## src/sufe_pkg.sv

```systemverilog
`timescale 1ns / 1ps
package sufe_pkg;
   localparam int NodeBits = 16;
   localparam int MaxNodes = 1 << NodeBits;

   typedef enum logic [1:0] {
      OP_CLEAR   = 2'd0,
      OP_CONNECT = 2'd1,
      OP_QUERY   = 2'd2,
      OP_NONE    = 2'd3
   } opcode_type;

   typedef struct packed {
      logic [1:0]  opcode;
      logic [15:0] source_start;
      logic [15:0] dest_start;
      logic [15:0] pair_count;
      logic [15:0] dest_stride;
      logic [15:0] source_stride;
   } req_type;

   typedef struct packed {
      logic [15:0] joined_pairs;
      logic [15:0] separate_pairs;
   } rsp_type;

   typedef enum logic [3:0] {
      DP_IDLE    = 4'd0,
      DP_LOAD    = 4'd1,
      DP_RDADDR  = 4'd2,
      DP_FOLLOW  = 4'd3,
      DP_SETCUR  = 4'd4,
      DP_COMPRESS= 4'd5,
      DP_SAVERS  = 4'd6,
      DP_SAVERD  = 4'd7,
      DP_PAIR    = 4'd8,
      DP_CLEAR   = 4'd9,
      DP_USEDST  = 4'd10
   } dp_cmd_type;

   typedef struct packed {
      logic root_found;
      logic path_done;
      logic last_pair;
      logic clear_done;
   } dp_status_type;
endpackage

```

## src/sufe_control.sv

```systemverilog
`timescale 1ns / 1ps
module sufe_control
   import sufe_pkg::*;
(
   input  logic          clock,
   input  logic          reset,
   input  logic          req_valid,
   output logic          req_ready,
   input  logic [1:0]    req_opcode,
   output logic          rsp_valid,
   input  logic          rsp_ready,
   input  dp_status_type status,
   output dp_cmd_type    cmd
);
   typedef enum logic [10:0] {
      S_INIT  = 11'b00000000001,
      S_IDLE  = 11'b00000000010,
      S_RD    = 11'b00000000100,
      S_WALK  = 11'b00000001000,
      S_FOUND = 11'b00000010000,
      S_CRD   = 11'b00000100000,
      S_COMP  = 11'b00001000000,
      S_NEXT  = 11'b00010000000,
      S_PAIR  = 11'b00100000000,
      S_CLEAR = 11'b01000000000,
      S_WAIT  = 11'b10000000000
   } state_type;

   state_type state_ff, state_in;
   logic      second_ff, second_in, rsp_ff, rsp_in, query_ff, query_in;

   assign req_ready = (state_ff == S_IDLE);
   assign rsp_valid = rsp_ff;

   always_comb begin
      state_in = state_ff;
      second_in = second_ff;
      query_in = query_ff;
      rsp_in = rsp_ff && !rsp_ready;
      cmd = DP_IDLE;
      case (state_ff)
         S_INIT: begin
            cmd = DP_CLEAR;
            if (status.clear_done) state_in = S_IDLE;
         end
         S_IDLE: begin
            if (req_valid && req_ready) begin
               cmd = DP_LOAD;
               query_in = (req_opcode == OP_QUERY);
               second_in = 1'b0;
               case (req_opcode)
                  OP_CLEAR: state_in = S_CLEAR;
                  OP_CONNECT, OP_QUERY: state_in = S_RD;
                  default: state_in = S_IDLE;
               endcase
            end
         end
         S_CLEAR: begin
            cmd = DP_CLEAR;
            if (status.clear_done) state_in = S_IDLE;
         end
         S_RD: begin
            cmd = DP_RDADDR;
            state_in = S_WAIT;
         end
         S_WAIT: state_in = S_WALK;
         S_WALK: begin
            if (status.root_found) begin
               cmd = DP_SETCUR;
               state_in = S_FOUND;
            end else begin
               cmd = DP_FOLLOW;
               state_in = S_WAIT;
            end
         end
         S_FOUND: state_in = S_CRD;
         S_CRD: state_in = S_COMP;
         S_COMP: begin
            if (status.path_done) begin
               state_in = S_NEXT;
            end else begin
               cmd = DP_COMPRESS;
               state_in = S_CRD;
            end
         end
         S_NEXT: begin
            if (!second_ff) begin
               cmd = DP_SAVERS;
               second_in = 1'b1;
               state_in = S_RD;
            end else begin
               cmd = DP_SAVERD;
               state_in = S_PAIR;
            end
         end
         S_PAIR: begin
            if (!(status.last_pair && query_ff && rsp_ff && !rsp_ready)) begin
               cmd = DP_PAIR;
               second_in = 1'b0;
               if (status.last_pair) begin
                  state_in = S_IDLE;
                  if (query_ff) rsp_in = 1'b1;
               end else begin
                  state_in = S_RD;
               end
            end
         end
         default: state_in = S_IDLE;
      endcase
   end

   always_ff @(posedge clock) begin
      if (reset) begin
         state_ff <= S_INIT;
         second_ff <= 1'b0;
         rsp_ff <= 1'b0;
         query_ff <= 1'b0;
      end else begin
         state_ff <= state_in;
         second_ff <= second_in;
         rsp_ff <= rsp_in;
         query_ff <= query_in;
      end
   end
endmodule

```

## config.mk

```make
export PLATFORM = sky130hd
export DESIGN_NAME = sufe_control
export DESIGN_NICKNAME = d
export VERILOG_FILES = /design/src/sufe_pkg.sv /design/src/sufe_control.sv
export SDC_FILE = /design/constraint.sdc
export NUM_CORES = 1
export LEC_CHECK = 0
export BUFFER_PORTS_ARGS = -buffer_cell sky130_fd_sc_hd__clkbuf_2
export CORE_ASPECT_RATIO = 1.25
export CORE_MARGIN = 5
export CORE_UTILIZATION = 55
export DETAILED_ROUTE_END_ITERATION = 8
export PLACE_DENSITY = 0.78
export SLEW_MARGIN = 30
export SYNTH_ARGS = -nofsm -noshare
export SYNTH_HDL_FRONTEND = slang
export SYNTH_SLANG_ARGS = --single-unit
```

## constraint.sdc

```tcl
create_clock -name clock -period 2.09 [get_ports clock]
set_input_delay 0.5225 -clock clock [delete_from_list [all_inputs] [get_ports clock]]
set_output_delay 0.5225 -clock clock [all_outputs]
set_load 0.01 [all_outputs]
```

==> results.yml <==
global_routing:
  grt_pass1_vias: 1010
  grt_antenna_before_repair: 0
  grt_start_max_net_pins: 10
  wire_length_of_the_first_global_routing_pass_um: 4190
  grt.total_usage: 0.209
  grt.overflow.total: 0
layout:
  nFillCells: 122
  final_area_um2: 1310
  area_delta_synth_final_pct: 31.1
  drive_above_1_share: 0.439
  final_nets: 171
  antenna_cells: 0
sta:
  timing_hold_violations_final: 0
  totalNegativeSetupSlack_ps: -581
  clock.fmax_mhz: 442
  worst_slack_ps: -170
  layout_worst_path_cycle_share: 1.08
  maxSlewHeadroom: 0.755
  rsz_0062_raised_after_global_routing: "yes"
  period_needed_ps: 2260
  final.hold.worst_slack_ps: 483
  final-setup-viol-count: 4
  fin_skew_ps: 2.92
  drv_slew: 0
  worst_slew_pin_slew_ps: 365
critical_path:
  critical_path_class: "register to output port"
  cpLargestDelayFamily: "simple AND/OR/NAND/NOR gates"
  timing.critical_path.arrival_ps: 1740
  worst_setup_path_start_kind: "register"
  timing.critical_path.slowest_cell_delay_ps: 410
  timing.critical_path.cells: "nor4_4 > nand4_1 > or2_1 > nand2_1 > buf_2"
  critical_path_required_ps: 1570
  critPathCaptureType: "output port"
  worst-path-max-fanout: 5
  critPathSlowestCell: "sky130_fd_sc_hd__nor4_4"
  critical_path.n_buffers_inverters: 1
run_status:
  failed_checks: "setup timing"
  run_status: "finished, violations left"
floorplan:
  pin_count: 16
  core_um2: 1740
  std_cell_rows: 17
  chipHeight_um: 57.6
  floorplan.die_area_um2: 2770
  die_width_um: 48.1
  start_util: 0.572
synth:
  synth-main-ff-cell: "sky130_fd_sc_hd__dfxtp_1"
  synth_nets: 132
  synth-seq-area-share: 0.281
  synth-warning-count: 0
  ys_ff_latch: 14
  edff_count_synth: 0
  synth.lib_cells_used.distinct: 41
  netlist_instances: 119
  async_flop_share: 0
  netlist_area_um2: 998
  avgSynthCellArea_um2: 8.39
clock_tree:
  level_count_of_the_clock_h_tree: 1
  clk_transition_reported_paths_ps: 90
  cts_buffers: 3
  clkLatencyLatePin_ps: 300
  root_buffer_cell: "sky130_fd_sc_hd__clkbuf_4"
  clock_tree.buffer_depth: 2
  tritoncts_clock_tree: "built"
  holdBufCountCts: 0
  cts_num_sinks: 14
min_path:
  min_path_type: "primary input to register"
detailed_routing:
  drc: 0
  firstDrtPassIters: 4
  antenna_left: 0
  detailedRoute.firstIterationViolations: 18
  routed_wl_um: 2620
  route.detailed.vias_per_inst: 5.88
  vias: 1034
  wl_per_cell_um: 14.9
place:
  globalplace.congestion: 0.839
  port_buffers: 15
  detailedPlace.worstSlack_ps: 107
  place_hpwl_um: 1890
  placed_cell_area_um2: 1130
power:
  vdd_ir_drop_max_uv: 468
  pwr_density_cell_nw_per_um2: 478
  cellLeakagePower_nw: 0.604
flow_run:
  maxCapViolCount: 0
==> report_power, final <==
group | internal, mW | total [mW] | switching (mW)
combinational | 0.0718 | 0.141 | 0.0693
clock | 0.106 | 0.206 | 0.0997
sequential | 0.270 | 0.278 | 0.00772
==> synth_stat cells (2+ instances only) <==
| library cell | count | area share |
|---|---|---|
| sky130_fd_sc_hd__inv_1 | 8 | 0.030 |
| sky130_fd_sc_hd__nor3_1 | 7 | 0.035 |
| sky130_fd_sc_hd__nor4b_1 | 3 | 0.026 |
| sky130_fd_sc_hd__xor2_1 | 2 | 0.018 |
| sky130_fd_sc_hd__mux2i_1 | 2 | 0.020 |
| sky130_fd_sc_hd__nand2b_1 | 3 | 0.019 |
| sky130_fd_sc_hd__dfxtp_1 | 14 | 0.28 |
| sky130_fd_sc_hd__xnor2_1 | 2 | 0.018 |
| sky130_fd_sc_hd__nor4_4 | 2 | 0.043 |
| sky130_fd_sc_hd__nor2_1 | 15 | 0.056 |
| sky130_fd_sc_hd__a21oi_1 | 5 | 0.025 |
| sky130_fd_sc_hd__nor4_1 | 3 | 0.019 |
| sky130_fd_sc_hd__clkbuf_8 | 4 | 0.055 |
| sky130_fd_sc_hd__a211oi_1 | 3 | 0.023 |
| sky130_fd_sc_hd__nand4_1 | 8 | 0.050 |
| sky130_fd_sc_hd__nand2_1 | 8 | 0.030 |
| sky130_fd_sc_hd__ha_1 | 3 | 0.038 |
| sky130_fd_sc_hd__nand3_1 | 4 | 0.020 |
==> sequential cells by signal, summed over array words and instances, names as in the netlist <==
| signal | flops |
|---|---|
| second_ff | 1 |
| query_ff | 1 |
| rsp_valid | 1 |
| state_ff | 11 |
==> stage by stage <==
| stage | total power [mW] | utilization | std cells |
|---|---|---|---|
| finish | 0.625 | 0.750 | 176 |
| global route | 0.655 | 0.750 | 176 |
| CTS | 0.614 | 0.730 | 174 |
| detailed placement | 0.399 | 0.646 | 160 |
| global placement | 0.396 | 0.646 | 160 |
| floorplan | 0.354 | - | 119 |
==> cell usage in the layout, fill, tap and decap left out, types with 3 or more instances in the layout <==
cell,instances
sky130_fd_sc_hd__ha_1,3
sky130_fd_sc_hd__dfxtp_1,8
sky130_fd_sc_hd__clkbuf_2,11
sky130_fd_sc_hd__nand2_1,6
sky130_fd_sc_hd__dfxtp_4,3
sky130_fd_sc_hd__nor3_1,5
sky130_fd_sc_hd__nor2_1,14
sky130_fd_sc_hd__buf_2,3
sky130_fd_sc_hd__inv_1,8
sky130_fd_sc_hd__buf_4,26
sky130_fd_sc_hd__nand3_1,4
sky130_fd_sc_hd__dfxtp_2,3
sky130_fd_sc_hd__nand2b_1,3
sky130_fd_sc_hd__nand4_1,8
sky130_fd_sc_hd__a211oi_1,3
sky130_fd_sc_hd__clkbuf_4,3
sky130_fd_sc_hd__a21oi_1,5
sky130_fd_sc_hd__nor4b_1,3
==> final cells by class <==
type / count / area [um2] / area share
Multi-Input combinational cell: 89 / 643 / 0.491
Sequential cell: 14 / 295 / 0.226
Timing Repair Buffer: 41 / 277 / 0.211
Clock buffer: 4 / 36.3 / 0.0277
Inverter: 9 / 33.8 / 0.0258
Tap cell: 19 / 23.8 / 0.0182
==> worst reg2reg max path, delay by kind of cell, from the launching register on <==
family	cells	cell delay, ps
AND/OR/NAND/NOR	3	560
buffers and inverters	3	420
flip-flops	1	390
multiplexers	1	210
AO/OA/AOI/OAI	1	200
==> cell families (layout without fill, tap and decap cells) <==
kind of cell | after synthesis | count (layout) | synth area share
AOI/OAI and AO/OA | 15 | 15 | 0.108
xor gates and xnor gates | 4 | 4 | 0.0351
adders and majority gates | 3 | 3 | 0.0376
DFF | 14 | 14 | 0.281
buffers and inverters | 16 | 54 | 0.109
muxes | 2 | 2 | 0.0201
and+or+nand+nor | 65 | 65 | 0.410
==> what timing repair did <==
item,in CTS,in global routing
gates cloned,0,0
resized for setup,12,10
hold endpoints to repair,0,0
setup buffers,10,3
pin swaps,7,7
setup endpoints to repair,4,5
==> layer usage <==
layer / vias to the layer above / track usage / wire (um)
li1: 501 / - / -
met1: 498 / 0.243 / 1050
met2: 30 / 0.355 / 1390
met3: 5 / 0.0217 / 128
met4: 0 / 0.112 / 59
met5: - / 0 / 0
==> path summary, 6_finish.rpt <==
path,start,end,slack (ps),depth (start not counted)
hold reg to reg,state_ff[5],state_ff[5],500,1
setup reg to reg,state_ff[7],state_ff[9],210,8
hold / removal,status[2],state_ff[7],480,2
setup / recovery,state_ff[0],cmd[3],-170,5
Note: power is estimated with default switching activity, not from simulation.
